File: config.mk
export PLATFORM = sky130hd
export DESIGN_NAME = vmp_seq
export DESIGN_NICKNAME = d
export VERILOG_FILES = /design/src/design/vmp_pkg.sv /design/src/design/vmp_seq.sv
export SDC_FILE = /design/constraint.sdc
export NUM_CORES = 1
export LEC_CHECK = 0
export BUFFER_PORTS_ARGS = -buffer_cell sky130_fd_sc_hd__buf_4
export CAP_MARGIN = 25
export CORE_MARGIN = 5
export CORE_UTILIZATION = 51
export CTS_BUF_LIST = sky130_fd_sc_hd__clkbuf_16
export DETAILED_ROUTE_END_ITERATION = 10
export PLACE_DENSITY = 0.78
export SYNTH_ARGS = -nofsm -noshare
export SYNTH_HDL_FRONTEND = slang
export SYNTH_SLANG_ARGS = --single-unit
File: constraint.sdc
create_clock -name clk_i -period 2.8 [get_ports clk_i]
set_clock_uncertainty 0.2 [all_clocks]
set_input_delay 0.56 -clock clk_i [delete_from_list [all_inputs] [get_ports clk_i]]
set_output_delay 0.56 -clock clk_i [all_outputs]
set_load 0.01 [all_outputs]
File: src/design/vmp_pkg.sv
// shared types and codes for the vector matrix product block
`default_nettype none

package vmp_pkg;

  localparam int unsigned DataW  = 32;
  localparam int unsigned IdxW   = 4;
  localparam int unsigned CountW = 5;

  localparam logic [1:0] ACT_VECTOR  = 2'd0;
  localparam logic [1:0] ACT_MATRIX  = 2'd1;
  localparam logic [1:0] ACT_COMPUTE = 2'd2;

  localparam logic REG_COLUMN_COUNT = 1'b0;
  localparam logic REG_ROW_COUNT    = 1'b1;

  typedef struct packed {
    logic            valid;
    logic            first_row;
    logic            last_row;
    logic            last_col;
    logic [IdxW-1:0] col;
  } ctl_t;

endpackage

`default_nettype wire

File: src/design/vmp_seq.sv
// read sequencer walking rows inside columns for one compute transaction
`default_nettype none

module vmp_seq #(
  parameter int unsigned MAX_DIM = 16
) (
  input  wire logic                         clk_i,
  input  wire logic                         rst_ni,
  input  wire logic                         start_i,
  input  wire logic [vmp_pkg::CountW-1:0]   col_count_i,
  input  wire logic [vmp_pkg::CountW-1:0]   row_count_i,
  output logic      [vmp_pkg::IdxW-1:0]     row_o,
  output logic      [vmp_pkg::IdxW-1:0]     col_o,
  output vmp_pkg::ctl_t                     ctl_o,
  output logic                              run_o
);

  import vmp_pkg::*;

  localparam logic ST_IDLE = 1'b0;
  localparam logic ST_RUN  = 1'b1;

  localparam logic [CountW-1:0] DimLimit = CountW'(MAX_DIM < 16 ? MAX_DIM : 16);

  logic              state_q, state_d;
  logic [IdxW-1:0]   row_q, row_d;
  logic [IdxW-1:0]   col_q, col_d;
  logic [IdxW-1:0]   last_row_q, last_row_d;
  logic [IdxW-1:0]   last_col_q, last_col_d;
  logic [CountW-1:0] rows_clamped;
  logic [CountW-1:0] cols_clamped;
  logic              at_last_row;
  logic              at_last_col;

  always_comb begin
    priority if (row_count_i == '0) begin
      rows_clamped = CountW'(1);
    end else if (row_count_i > DimLimit) begin
      rows_clamped = DimLimit;
    end else begin
      rows_clamped = row_count_i;
    end
    priority if (col_count_i == '0) begin
      cols_clamped = CountW'(1);
    end else if (col_count_i > DimLimit) begin
      cols_clamped = DimLimit;
    end else begin
      cols_clamped = col_count_i;
    end
  end

  assign at_last_row = (row_q == last_row_q);
  assign at_last_col = (col_q == last_col_q);

  always_comb begin
    state_d    = state_q;
    row_d      = row_q;
    col_d      = col_q;
    last_row_d = last_row_q;
    last_col_d = last_col_q;
    unique case (state_q)
      ST_IDLE: begin
        if (start_i) begin
          state_d    = ST_RUN;
          row_d      = '0;
          col_d      = '0;
          last_row_d = IdxW'(rows_clamped - CountW'(1));
          last_col_d = IdxW'(cols_clamped - CountW'(1));
        end
      end
      ST_RUN: begin
        if (at_last_row) begin
          row_d = '0;
          if (at_last_col) begin
            state_d = ST_IDLE;
          end else begin
            col_d = col_q + IdxW'(1);
          end
        end else begin
          row_d = row_q + IdxW'(1);
        end
      end
      default: state_d = ST_IDLE;
    endcase
  end

  always_ff @(posedge clk_i or negedge rst_ni) begin
    if (!rst_ni) begin
      state_q    <= ST_IDLE;
      row_q      <= '0;
      col_q      <= '0;
      last_row_q <= '0;
      last_col_q <= '0;
    end else begin
      state_q    <= state_d;
      row_q      <= row_d;
      col_q      <= col_d;
      last_row_q <= last_row_d;
      last_col_q <= last_col_d;
    end
  end

  assign row_o           = row_q;
  assign col_o           = col_q;
  assign run_o           = (state_q == ST_RUN);
  assign ctl_o.valid     = (state_q == ST_RUN);
  assign ctl_o.first_row = (row_q == '0);
  assign ctl_o.last_row  = at_last_row;
  assign ctl_o.last_col  = at_last_col;
  assign ctl_o.col       = col_q;

endmodule

`default_nettype wire

# [Yosys cells after proc, flatten, opt, wreduce, memory -nomap -nowiden]
# Index checks and enable logic that the tools add are counted.
[totals] ff_bits=17
[classes] n_addsub=4 magnitude_cmp=2 n_eq_ne=5 n_mux=14 bitwise=1 reduce_logical=5
[ops] cell="$mux 4" count=8
[ops] cell="$pmux 4 s2" count=2
[ops] cell="$gt 5x5->1 const B" count=2
[ops] cell="$logic_not 5->1" count=2
[ops] cell="$add 4x1->4 const B" count=2
[ops] cell="$eq 4x4->1" count=2
[ops] cell="$sub 4x1->4 const B" count=2
[ops] cell="$logic_not 4->1" count=1
[ops] cell="$ne 2x2->1 const B" count=2
[ops] cell="$mux 1" count=3
[ops] cell="$reduce_and 3->1" count=1
[ops] cell="$ne 2x1->1 const B" count=1
[ops] cell="$pmux 1 s2" count=1
[ops] cell="$reduce_and 2->1" count=1
[ops] cell="$not 1->1" count=1

# [Logic depth before layout (Yosys ltp)]
[depth] depth_word=4 mapped_depth=6 ltp_nobuf=5

# [Worst setup path after synthesis]
# No wires, ideal clock.
[synth_path] kind="reg-to-output" startpoint="register row_q[3], in the netlist row_o[3]" endpoint="output port ctl_o[5] in the netlist's numbering" arrival_ns=1.475 required_ns=2.040 slack_ns=0.565 path_stages_with_launch=6 cell_sequence="dfrtp_1 -> xor2_1 -> or4_4 -> buf_6 -> inv_1 -> buf_4"
[synth_between] elab_chain_cells=1
[synth_lines] element="from (decl)" line="vmp_seq.sv:26" rtl="logic [IdxW-1:0] row_q, row_d;"
[synth_lines] element="from (signal assigned)" line="vmp_seq.sv:96" rtl="row_q <= row_d;"
[synth_lines] element="$eq 4x4->1" line="vmp_seq.sv:52" rtl="assign at_last_row = (row_q == last_row_q);"
[synth_lines] element="to (decl)" line="vmp_seq.sv:14" rtl="output vmp_pkg::ctl_t ctl_o,"
# No other way between the ends.

==> PnR_summary.wiki <==
{| class="wikitable"
! Metric !! Value
|-
| Via Count || 864
|-
| P&R area growth vs syn || 25.2%
|-
| Least setup slack across all paths after layout || 0.313 ns
|-
| Antenna violations before repair || 0
|-
| Worst hold-check path type || flip-flop to flip-flop
|-
| Leak || approximately 0.62 nW
|-
| Die area || 3140 µm²
|-
| Max frequency || just over 400 MHz
|-
| Cell variety after synth || 37
|-
| CTS-repair resized insts || 0
|-
| Critical Path End || ctl_o[5]
|-
| Number of CTS-inserted buffers || 3
|-
| Total number of placement rows || 16
|-
| Total routing resource utilization after global routing || between 10 and 15%
|-
| Die height || ~56 µm
|-
| Worst hold margin || 0.305 ns
|-
| Number of iterations in the first detailed-routing pass || 4
|-
| Starting density of the core || 54.1%
|-
| Via count of the first global-routing pass || 798
|-
| Launching instance or port of the critical path || row_o[3]$_DFFE_PN0P_
|-
| Post-detailed-routing wire length || 2090 µm
|-
| Synth top area share || approximately two fifths
|-
| # setup viols final || 0
|-
| Number of buffers on the longest clock path || 2
|-
| Non-Filler Cell Area, Final || 1360 µm²
|-
| Cell types with the largest area share after synthesis || sky130_fd_sc_hd__dfrtp_1 (39%), sky130_fd_sc_hd__xor2_1 (6.5%), sky130_fd_sc_hd__ha_1 (5.8%)
|-
| Primary flip-flop cell chosen by synthesis mapping || sky130_fd_sc_hd__dfrtp_1
|-
| Cell at the root of the clock tree || sky130_fd_sc_hd__clkbuf_16
|-
| Slew at the pin closest to its max-slew limit || 0.644 ns
|-
| Reg2Reg Capture Point || col_o[0]$_DFFE_PN0P_
|-
| Global-route wire length before repair || 3570 µm
|-
| Detail-routed via count per cell || ~5.3
|-
| Clock-pin transition on the worst setup and hold timing paths || ~0.05 ns
|-
| DRC viols || 0
|-
| Power density normalized to cell area || ~1000 nW/µm²
|-
| Element type at the critical path end || output port
|-
| CTS tree || done
|-
| Cell count after placement || between 150 and 200
|-
| Clock latency on the worst-skew pair || ~0.25 ns
|-
| Mean routed wirelength per cell || 12.8 µm
|-
| Largest net degree at the start of global routing || 23
|-
| Net count reported at finish || roughly 160
|-
| Level count of the clock H-tree || 1
|-
| Total grt overflow || 0
|-
| Final standard cell count with taps included and fillers excluded || 163
|-
| Fraction of layout cells with a size suffix above 1 || ~30%
|-
| Outcome || finished clean
|-
| Number of nets still failing antenna checks after routing || 0
|-
| Arrival @ worst endpoint || between 1.5 and 2 ns
|-
| Total negative setup slack || 0 ns
|-
| Weighted congestion at the end of routability-driven global placement || 0.833
|-
| Std-Cell Core Area || around 2000 µm²
|-
| # diodes || 0
|-
| Initial DRC count || 10
|-
| Netlist area before placement || 1080 µm²
|-
| Worst relative slew slack || 56.5%
|-
| Fraction of registers with async set/reset || between 90% and 100%
|-
| Number of synthesized flops with an enable pin || 0
|-
| Placement-stage cell area || around 1300 µm²
|-
| Maxcap violations || 0
|-
| Post-synthesis sequential area ratio || 39.3%
|-
| Synthesized instance count || 112
|-
| Total number of clock tree sinks || 17
|-
| Type of the worst setup path || flip-flop to output port
|-
| HPWL after detailed placement || 1550 µm
|-
| X dimension of the die || 56.1 µm
|-
| Max-slew violation total from the final report || 0
|-
| Maximum net fanout on the critical path || 10
|-
| Hold violation total from the final report || 0
|-
| Fill cells || 170
|-
| Number of top-level pins || 30
|-
| RSZ-0062 raised after global routing || no
|-
| Final critical delay including setup and external delays || 2.49 ns
|-
| Number of input and output port buffers inserted || 29
|-
| Synth Warn # || 0
|-
| Synth area leader || sky130_fd_sc_hd__dfrtp_1
|-
| Required time reported for the critical path endpoint || 2.04 ns
|-
| Maximum ir drop on the vdd rail || around 0.00052 V
|-
| Total power consumption of the routed design || 1.37 mW
|-
| Util after Layout || 67.7%
|-
| Tcrit/Tclk final || 88.8%
|-
| Reg2Reg Setup Slack || 0.68 ns
|-
| Worst Reg2Reg Path Length in Cells || 4
|-
| Pre-CTS WS || 0.579 ns
|-
| Worst setup SP type || flip-flop
|-
| Worst R2R Start || row_o[3]$_DFFE_PN0P_
|-
| Average footprint of a synthesized cell || 9.66 µm²
|-
| Seq cells post-synth || 17
|-
| Net count of the mapped netlist || 130
|}
where the power goes:
| part | switching, mW | internal [mW] | total [mW] |
|---|---|---|---|
| sequential | 0.133 | 0.354 | 0.487 |
| combinational | 0.282 | 0.321 | 0.604 |
| clock | 0.0917 | 0.190 | 0.281 |
| total | 0.507 | 0.864 | 1.37 |
cells in the final DEF, fill, tap and decap left out, types with 2 or more instances in the layout:
cell	count
sky130_fd_sc_hd__buf_4	30
sky130_fd_sc_hd__dfrtp_1	17
sky130_fd_sc_hd__xor2_1	8
sky130_fd_sc_hd__nand2_1	8
sky130_fd_sc_hd__inv_1	7
sky130_fd_sc_hd__o21ai_0	7
sky130_fd_sc_hd__ha_1	5
sky130_fd_sc_hd__o211ai_1	4
sky130_fd_sc_hd__nand3_1	4
sky130_fd_sc_hd__nand2b_1	3
sky130_fd_sc_hd__nor3_1	3
sky130_fd_sc_hd__nor2_1	3
sky130_fd_sc_hd__a31oi_1	3
sky130_fd_sc_hd__a21oi_1	3
sky130_fd_sc_hd__clkbuf_16	3
sky130_fd_sc_hd__o21bai_1	2
sky130_fd_sc_hd__nor3b_1	2
sky130_fd_sc_hd__mux2_2	2
sky130_fd_sc_hd__nor2b_1	2
sky130_fd_sc_hd__xnor2_1	2
sky130_fd_sc_hd__or3_1	2
layer usage:
layer,vias to the layer above,track usage [%],part of all wire [%]
met4,0,5.08,0
met5,-,0,0
met2,25,21.9,48
met3,0,2.55,6.3
met1,398,18.5,46
li1,441,-,-
cells in the mapped netlist (4+ instances only):
library cell and number:
sky130_fd_sc_hd__buf_4 7, sky130_fd_sc_hd__o21ai_0 7, sky130_fd_sc_hd__nand2_1 8, sky130_fd_sc_hd__ha_1 5
sky130_fd_sc_hd__nand3_1 4, sky130_fd_sc_hd__xor2_1 8, sky130_fd_sc_hd__dfrtp_1 17, sky130_fd_sc_hd__o211ai_1 4
sky130_fd_sc_hd__inv_1 6
flip-flops by register name, summed over array words and instances, names as in the netlist:
register	flops
row_o	4
col_o	4
last_col_q	4
last_row_q	4
run_o	1
worst min path at each step:
stage,startpoint,endpoint,slack [ns],depth (start not counted)
after CTS,last_row_q[1]$_DFFE_PN0P_,last_row_q[1]$_DFFE_PN0P_,0.31,2
after global routing,last_row_q[1]$_DFFE_PN0P_,last_row_q[1]$_DFFE_PN0P_,0.33,2
final,last_col_q[3]$_DFFE_PN0P_,last_col_q[3]$_DFFE_PN0P_,0.30,2
after global placement,rst_ni,row_o[1]$_DFFE_PN0P_,0.23,1
after floorplan,rst_ni,col_o[0]$_DFFE_PN0P_,0.06,0
after detailed placement,rst_ni,row_o[0]$_DFFE_PN0P_,0.24,1
cell type report:
type / instances / area (µm²) / area share, %
clock inverter: 1 / 3.75 / 0.277
clock buffer: 3 / 75.1 / 5.54
multi-input combinational: 78 / 559 / 41.3
inverter: 6 / 22.5 / 1.66
timing repair buffer: 31 / 235 / 17.4
tap: 27 / 33.8 / 2.49
sequential: 17 / 425 / 31.4
worst max-delay path, stage by stage (launching register included):
cell and delay, ns:
sky130_fd_sc_hd__dfrtp_1 0.43, sky130_fd_sc_hd__xor2_1 0.17, sky130_fd_sc_hd__or4_4 0.61, sky130_fd_sc_hd__inv_1 0.13, sky130_fd_sc_hd__buf_4 0.13
cell families (layout without fill, tap and decap cells):
kind of cell	count (synthesis)	after routing	share of synthesized area [%]
AND/OR/NAND/NOR	36	36	19.9
multiplexers	2	2	2.08
AO/OA/AOI/OAI	25	25	15.8
flip-flops	17	17	39.3
buffers and inverters	17	41	9.02
adder cells (fa/ha/maj)	5	5	5.78
XOR/XNOR	10	10	8.09
what timing repair did:
item,4_1_cts,5_1_grt
setup buffers,0,0
hold endpoints to repair,17,0
hold buffers,1,0
Note: power is estimated with default switching activity, not from simulation.
