## config.mk

```make
export PLATFORM = sky130hd
export DESIGN_NAME = vmp_ram
export DESIGN_NICKNAME = d
export VERILOG_FILES = /design/src/design/vmp_ram.sv
export SDC_FILE = /design/constraint.sdc
export NUM_CORES = 1
export LEC_CHECK = 0
export BUFFER_PORTS_ARGS = -buffer_cell sky130_fd_sc_hd__buf_4
export CORE_ASPECT_RATIO = 0.6
export CORE_MARGIN = 2
export CORE_UTILIZATION = 55
export CTS_BUF_LIST = sky130_fd_sc_hd__clkbuf_4 sky130_fd_sc_hd__clkbuf_8 sky130_fd_sc_hd__clkbuf_16
export DETAILED_ROUTE_END_ITERATION = 8
export GPL_TIMING_DRIVEN = 0
export HOLD_SLACK_MARGIN = 0.03
export PLACE_DENSITY = 0.72
export RECOVER_POWER = 25
export SETUP_SLACK_MARGIN = 0.02
export SLEW_MARGIN = 0
export SYNTH_ARGS = -nofsm -noshare
export SYNTH_HDL_FRONTEND = slang
export SYNTH_SLANG_ARGS = --single-unit
```

## constraint.sdc

```tcl
create_clock -name clk_i -period 5.15 [get_ports clk_i]
set_input_delay 0.2575 -clock clk_i [delete_from_list [all_inputs] [get_ports clk_i]]
set_output_delay 0.2575 -clock clk_i [all_outputs]
set_load 0.005 [all_outputs]
```

## src/design/vmp_ram.sv

```systemverilog
// generic single write port, single read port ram with registered read
`default_nettype none

module vmp_ram #(
  parameter int unsigned WIDTH = 32,
  parameter int unsigned DEPTH = 16
) (
  input  wire logic                     clk_i,
  input  wire logic                     we_i,
  input  wire logic [$clog2(DEPTH)-1:0] waddr_i,
  input  wire logic [WIDTH-1:0]         wdata_i,
  input  wire logic [$clog2(DEPTH)-1:0] raddr_i,
  output logic      [WIDTH-1:0]         rdata_o
);

  logic [WIDTH-1:0] mem_q [DEPTH];

  always_ff @(posedge clk_i) begin
    if (we_i) begin
      mem_q[waddr_i] <= wdata_i;
    end
    rdata_o <= mem_q[raddr_i];
  end

endmodule

`default_nettype wire

```

# ---- Word level (Yosys, flattened, before mapping)
# Memory sizes are Yosys's and may differ from the RTL's. A register that Yosys moved wholly into a read port is not among the register bits.
# Cells that the tools add are included.
# W data, S select, Z words.
dict set report op_classes {
  n_mux 2
}
# op n
set ops {}
lappend ops {{$mux W1} 2}
dict set report totals {
  ram_bits 512
  ff_bits 0
  in_bits 42
  output_inout_bits 32
  memories 1
}
# name depth word_bits rd rd_ports_with_merged_regs wr line_no
set mem_list {}
lappend mem_list {mem_q 16 32 1 1 1 16} ;# logic [WIDTH-1:0] mem_q [DEPTH];

# ---- Depth between registers and ports, before layout
# Gate-level depths: netlist (run 1).
dict set report depth {
  ltp_word 2
  mapped_depth 5
}

# ---- Worst setup path before layout (run 1)
# Ideal clock, no wire load.
dict set report synth_path {
  path_type {in2reg}
  startpoint {in waddr_i[2]}
  endpoint {mem mem_q[0][0], enable pin}
  setup_slack_ns 1.713
  required_time_ns 4.689
  arrival_ns 2.976
  cell_stages 2
  setup_ns 0.461
  cell_sequence {or3b_2 > nor3_1}
}
# element line_no
set synth_rtl {}
lappend synth_rtl {{start: declaration} 10} ;# input wire logic [$clog2(DEPTH)-1:0] waddr_i,
lappend synth_rtl {{end: declaration} 16}
# Straight into the memory's write port.

# ---- Worst setup path in the final report (run 1)
dict set report layout_path {
  startpoint {in waddr_i[2]}
  endpoint {mem mem_q[8][8], enable pin}
}
# Straight into the memory's write port.

==> impl_results.md, run 1 <==
* CTS tree: yes
* Post-Synthesis Cells at 838
* Mean Syn Cell Area at 23.7 um^2
* Worst flop-to-flop path startpoint: mem_q[3][0]
* Switching Fraction at 20.0%
* Drt first pass iters at 5
* Pin count of the biggest net entering global routing at 22
* Seq cells post-synth at 544
* Ys flop type: edfxtp_1
* DIE WIDTH at 249 um
* WL/cell at 28.1 um
* Distinct cells, synth at 18
* Vias at 9339
* Row count at 53
* Power per cell area at 392 nW/um^2
* Highest routed layer: met4
* Clk sinks at 544
* Seq pwr share at 54.4%
* Worst-path clk slew at 0.06 ns
* Port bufs at 71
* RSZ-0062 raised after global routing: no
* CP max stage cell: nor3_2
* NetSw at 1830 uW
* Worst slack, placed at 2.69 ns
* CP delay by family, top: simple AND/OR/NAND/NOR gates
* Number of synthesis warnings at 0
* Crit path buffers/inverters at 3
* # Max-Cap Violations at 0
* Placeable Area at 35300 um^2
* Setup CP Type: primary input to register
* DRC Markers at 0
* Worst skew pair latency at 0.58 ns
* Clk root buf: clkbuf_16
* First-pass GRT wire length at 62600 um
* Io pins at 74
* Vias in the first global route at 9304
* Cell area after synthesis at 19900 um^2
* Worst Path Required at 5.42 ns
* EDFF count, synth at 512
* Clock power share at 40.2%
* Starting Density at 56.3%
* Final worst setup slack at 3.21 ns
* Hold Vio Cnt, Final at 0
* FF-to-FF path depth at 3
* CP Launch Point: waddr_i[2]
* Reg2Reg Capture Point: rdata_o[0]
* Total internal power at 7310 uW
* H-tree Lvls at 2
* Final antenna-violating net count at 0
* Share of cells above drive strength 1 at 29.9%
* Worst R2R Setup Slack at 3.78 ns
* Final Skew at 0.0158 ns
* Remaining Overflow, GRT at 0
* Post-DP HPWL at 25600 um
* NumNets Final at 1057
* Routed wire length at 42700 um
* CP Max Fanout at 10
* Cell with the most instances after synthesis: edfxtp_1
* Area leader, netlist: edfxtp_1
* Gate power share at 5.3%
* Worst path depth at 5
* DR iter-0 viols at 1139
* Die Ht at 151 um
* Yosys top cell area share at 77.4%
* HP Class: primary input to register
* Layout filler cell count at 2241
* Worst-path cell chain: buf_4, nand3b_1, nor3_2, buf_6, buf_4
* Critical path's largest stage delay at 0.91 ns
* Nature of the critical path endpoint: register
* Post-synth top cells: edfxtp_1 (512), mux4_2 (128), a22oi_1 (64)
* Final setup vio count at 0
* Crit path DAT at 2.20 ns
* Avg Vias per Cell at 6.14
* Total die area at 37700 um^2
* Metal2 WL at 20500 um
* Num CTS Buffers at 46
* Max Freq at 517 MHz
* Routability-driven placement congestion ratio at 0.716
* Critical Path End: mem_q[8][8]
* Tot Pwr at 9140 uW
* Initial antenna violation count at 1
* CP Launch Type: primary input
* Worst Max-Slew Pin Slew at 1.07 ns
* Rel. slew slack at 28.6%
* CTS Buffer Depth at 3
* All-Layer GR Usage at 23.5%
* Sequential area share after synthesis at 80.7%
* Asr flop ratio synth at 0%
* Met3 wire length at 3400 um
* Final Max Slew Viols at 0
* Leakage power at 0.00752 uW
* Cell mode on critical path: buf_4
* Area Overhead vs Synth at 17.6%
* M1 WL at 18200 um
* Min Hold Slack at 0.138 ns
* Status: finished, final reports clean
* Min Tclk post-route at 1.94 ns
* Period Utilization, post-route at 37.6%
* Top cells by area, synth: edfxtp_1 (77%), mux4_2 (15%), dfxtp_1 (3.2%), a22oi_1 (2.4%), nand2_1 (0.62%)
* Worst vdd ir at 0.297 mV
* Synth Net Count at 880
==> cell usage in the layout, fill, tap and decap left out, drive strengths merged, types with 2 or more instances in the layout <==
cell type,synthesis,layout
nand2b,2,2
bufinv,0,7
edfxtp,512,512
buf,26,104
nand2,33,33
clkinv,0,18
dlygate4sd3,0,32
mux4,128,128
nand3b,2,2
nor2,13,13
a22oi,64,64
nor3,4,4
nor2b,2,2
clkbuf,17,94
clkinvlp,0,2
dfxtp,32,32
==> worst min-delay path by stage <==
stage / cells after the start / start / slack, ns / to
final: 2 / waddr_i[0] / 0.14 / mem_q[4][30]
after global routing: 2 / waddr_i[1] / 0.12 / mem_q[4][16]
after global placement: 1 / wdata_i[12] / 0.55 / mem_q[1][12]
after floorplan: 0 / wdata_i[0] / 0.36 / mem_q[0][0]
after detailed placement: 1 / wdata_i[25] / 0.55 / mem_q[13][25]
after CTS: 2 / waddr_i[0] / 0.11 / mem_q[4][16]
==> area by class of cell <==
cell class,instances,area (um^2),area share (%)
antenna,1,2.50,0.0107
clock buffer,58,1310,5.60
multi-input combinational,251,3730,16.0
timing repair buffer,129,1180,5.06
tap,467,584,2.50
clock inverter,27,303,1.30
buffer,43,223,0.954
sequential,544,16000,68.6
==> registers in the layout, summed over array words and instances (netlist names) <==
register,flops
mem_q,512
rdata_o,32
==> logic make-up after synthesis <==
family          after synthesis  synth area share (%)
flops                       544                  80.7
simple gates                 59                  1.27
compound gates               64                  2.42
buf+inv                      43                  1.12
mux                         128                  14.5
==> power groups by stage <==
stage,sequential [uW],combinational [uW],clock (uW)
6_report,4980,487,3680
5_1_grt,4980,524,3900
4_1_cts,4980,498,3730
3_5_place_dp,5070,475,0
3_3_place_gp,5070,448,0
2_1_floorplan,5070,238,0
==> worst reg2reg max path, stage by stage (launching register included) <==
cell	delay [ns]
edfxtp_1	0.37
mux4_2	0.47
a22oi_1	0.33
nand2_1	0.09
==> metal layers <==
metal / GRT usage, % / vias up
li1: - / 3928
met1: 34.7 / 4947
met2: 37.2 / 416
met3: 4.45 / 48
met4: 5.84 / 0
met5: 0 / -
==> metrics by stage <==
step / utilization (%) / area, um^2 / TNS [ns] / std cells
2_1_floorplan: - / 19900 / 0 / 838
3_3_place_gp: 59.4 / 21000 / -83.96 / 1376
3_5_place_dp: 60.9 / 21500 / 0 / 1402
4_1_cts: 66.4 / 23400 / 0 / 1519
5_1_grt: 66.2 / 23300 / 0 / 1520
6_report: 66.2 / 23300 / 0 / 1520
==> repair_timing <==
| action | in CTS | in global routing |
|---|---|---|
| hold buffers | 32 | 0 |
| setup endpoints to repair | 0 | 0 |
| endpoints found under the hold margin | 512 | 0 |
| setup buffers | 0 | 0 |
| gates resized for setup | 0 | 0 |
Note: power is estimated with default switching activity, not from simulation.
==> run 2, diff against run 1 <==
- clock period: 5.15 -> 1.8 ns (I/O delays scaled with it)
==> run 2 against run 1 <==
Against the previous run:
- hold slack lost 0.055 ns
- count of clock-buffer cells in the layout grew 7
- critical endpoint is now mem_q[8][4]
- critical path type unchanged
- wire length grew 1.7%
- sequential power grew to 2.9 times the previous value
- combinational power grew to 2.9 times the previous value
- cell count grew 0.20%
- global-route usage grew 0.32 points
- via count grew 0.97%
==> impl_results.md, run 2 (synthesis gave the netlist of run 1 again) <==
* Seq pwr share at 54.6% (+0.2 points)
* First-pass GRT wire length at 63600 um (+1.7%)
* Layout filler cell count at 2222 (-0.85%)
* DRC Markers at 0 (unchanged)
* Largest regs: mem_q x512, rdata_o x32
* Total internal power at 20700 uW (+180%)
* All-Layer GR Usage at 23.8% (+0.32 points)
* DR iter-0 viols at 1160 (+1.8%)
* Remaining Overflow, GRT at 0 (unchanged)
* Final setup vio count at 0 (unchanged)
* CP Max Fanout at 10 (unchanged)
* Final worst setup slack at 0.0319 ns (-3.18 ns)
* DIE WIDTH at 249 um (unchanged)
* Worst Max-Slew Pin Slew at 0.975 ns (-0.0903 ns)
* Clock power share at 40.0% (-0.2 points)
* Reg2Reg Capture Point: rdata_o[21]
* Area Overhead vs Synth at 18.1%
* Period Utilization, post-route at 98.2%
* Worst slack, placed at -0.285 ns (-2.98 ns)
* Final Max Slew Viols at 0 (unchanged)
* Vias at 9430 (+0.97%)
* Worst flop-to-flop path startpoint: mem_q[10][21]
* Port bufs at 71 (unchanged)
* Rel. slew slack at 35.0% (+6.4 points)
* Final antenna-violating net count at 0 (unchanged)
* Setup CP Type: primary input to register
* Total die area at 37700 um^2 (unchanged)
* Worst R2R Setup Slack at 0.29 ns (-3.49 ns)
* CTS tree: yes
* Most flop-heavy register: mem_q
* CP Launch Type: primary input
* Die Ht at 151 um (unchanged)
* Status: finished, final reports clean
* RSZ-0062 raised after global routing: no
* Io pins at 74 (unchanged)
* Worst vdd ir at 0.778 mV (+160%)
* CTS Buffer Depth at 3 (unchanged)
* H-tree Lvls at 2 (unchanged)
* Routability-driven placement congestion ratio at 0.730 (+2.0%)
* Worst skew pair latency at 0.57 ns (about the same)
* Tot Pwr at 26100 uW (+190%)
* FF-to-FF path depth at 3 (unchanged)
* Crit path DAT at 2.04 ns (-0.16 ns)
* Nature of the critical path endpoint: register
* Num CTS Buffers at 47 (+2.2%)
* Post-CTS sizing at 0 (unchanged)
* NetSw at 5320 uW (+190%)
* Starting Density at 56.3% (unchanged)
* Power per cell area at 1110 nW/um^2 (+180%)
* Min Tclk post-route at 1.77 ns
* Worst Path Required at 2.07 ns (-3.35 ns)
* Clk root buf: clkbuf_16
* Switching Fraction at 20.4% (+0.41 points)
* WL/cell at 28.5 um (+1.5%)
* # Max-Cap Violations at 0 (unchanged)
* Hold Vio Cnt, Final at 0 (unchanged)
* CP Launch Point: waddr_i[2]
* HP Class: primary input to register
* Max reg flops at 512 (unchanged)
* Worst-path clk slew at 0.06 ns (about the same)
* Gate power share at 5.4% (about the same)
* NumNets Final at 1058 (+0.095%)
* Avg Vias per Cell at 6.19 (+0.78%)
* Critical Path End: mem_q[8][4]
* Post-DP HPWL at 26200 um (+2.2%)
* Initial antenna violation count at 2 (+1)
* Max Freq at 566 MHz
* Most frequent cells in the layout: edfxtp_1 (512), mux4_2 (128), a22oi_1 (64)
* Final Skew at 0.0180 ns (+0.00219 ns)
* Row count at 53 (unchanged)
* Leakage power at 0.00756 uW (+0.56%)
* Vias in the first global route at 9561 (+2.8%)
* Share of cells above drive strength 1 at 29.7% (-0.25 points)
* Drt first pass iters at 5 (unchanged)
* Pin count of the biggest net entering global routing at 19 (-14%)
* Commonest non-fill, non-tap cell in the layout: edfxtp_1
* Routed wire length at 43400 um (+1.7%)
* Clk sinks at 544 (unchanged)
* Placeable Area at 35300 um^2 (unchanged)
## run 2: cell count changes in the layout (fill, tap and decap cells not counted), sizes merged
cell,previous run,this run
bufinv,7,4
inv,0,1
diode,1,2
buf,104,97
clkbuf,94,104
clkinv,18,17
clkinvlp,2,0
dlygate4sd3,32,36
## run 2: layer usage
metal	share of wire, %	routed length (um)	vias up	GRT usage [%]
met3	7.8	3400	69	4.30
met1	44	19300	4984	36.4
met2	46	19900	442	36.1
li1	-	-	3935	-
met5	0	0	-	0
met4	2.0	854	0	6.78
## run 2: area by class of cell
| cell class | count | area, um^2 | share of cell area [%] |
|---|---|---|---|
| antenna | 2 | 5.00 | 0.0214 |
| buffer | 43 | 223 | 0.950 |
| clock buffer | 65 | 1380 | 5.90 |
| clock inverter | 22 | 205 | 0.875 |
| multi-input combinational | 251 | 3750 | 16.0 |
| sequential | 544 | 16000 | 68.3 |
| tap | 467 | 584 | 2.49 |
| timing repair buffer | 129 | 1270 | 5.41 |
## run 2: repair_timing
action | in CTS | in global routing
setup buffers | 0 | 1
setup endpoints to repair | 0 | 13
hold endpoints to repair | 544 | 0
hold buffers | 36 | 0
## run 2: worst min-delay path by stage
stage	start	cells past startpoint	end
6_report	raddr_i[3]	4	rdata_o[30]
5_1_grt	raddr_i[3]	4	rdata_o[30]
4_1_cts	raddr_i[3]	4	rdata_o[30]
3_5_place_dp	wdata_i[11]	1	mem_q[9][11]
3_3_place_gp	wdata_i[24]	1	mem_q[13][24]
2_1_floorplan	wdata_i[0]	0	mem_q[0][0]
## run 2: metrics by stage
stage	std cells	instance area [um^2]	setup TNS [ns]	util [%]	hold slack (ns)
detailed placement	1397	21600	-31.18	61.1	0.394
floorplan	838	19900	-99.57	-	0.189
global placement	1376	21000	-863.73	59.6	0.385
finish	1523	23400	0	66.4	0.0835
global route	1523	23400	0	66.4	0.106
CTS	1520	23500	0	66.6	0.0817
## run 2: critical path: stages
cell	delay, ns
buf_4	0.12
nand3b_1	0.40
nor3_4	0.31
dlygate4sd3_1	0.74
buf_8	0.19
buf_8	0.17
## run 2: power groups by stage
| stage | Clock [uW] | Combinational, uW | Sequential [uW] |
|---|---|---|---|
| 6_report | 10400 | 1420 | 14200 |
| 5_1_grt | 11000 | 1520 | 14200 |
| 4_1_cts | 10500 | 1450 | 14200 |
| 3_5_place_dp | 0 | 1380 | 14500 |
| 3_3_place_gp | 0 | 1300 | 14500 |
| 2_1_floorplan | 0 | 684 | 14500 |
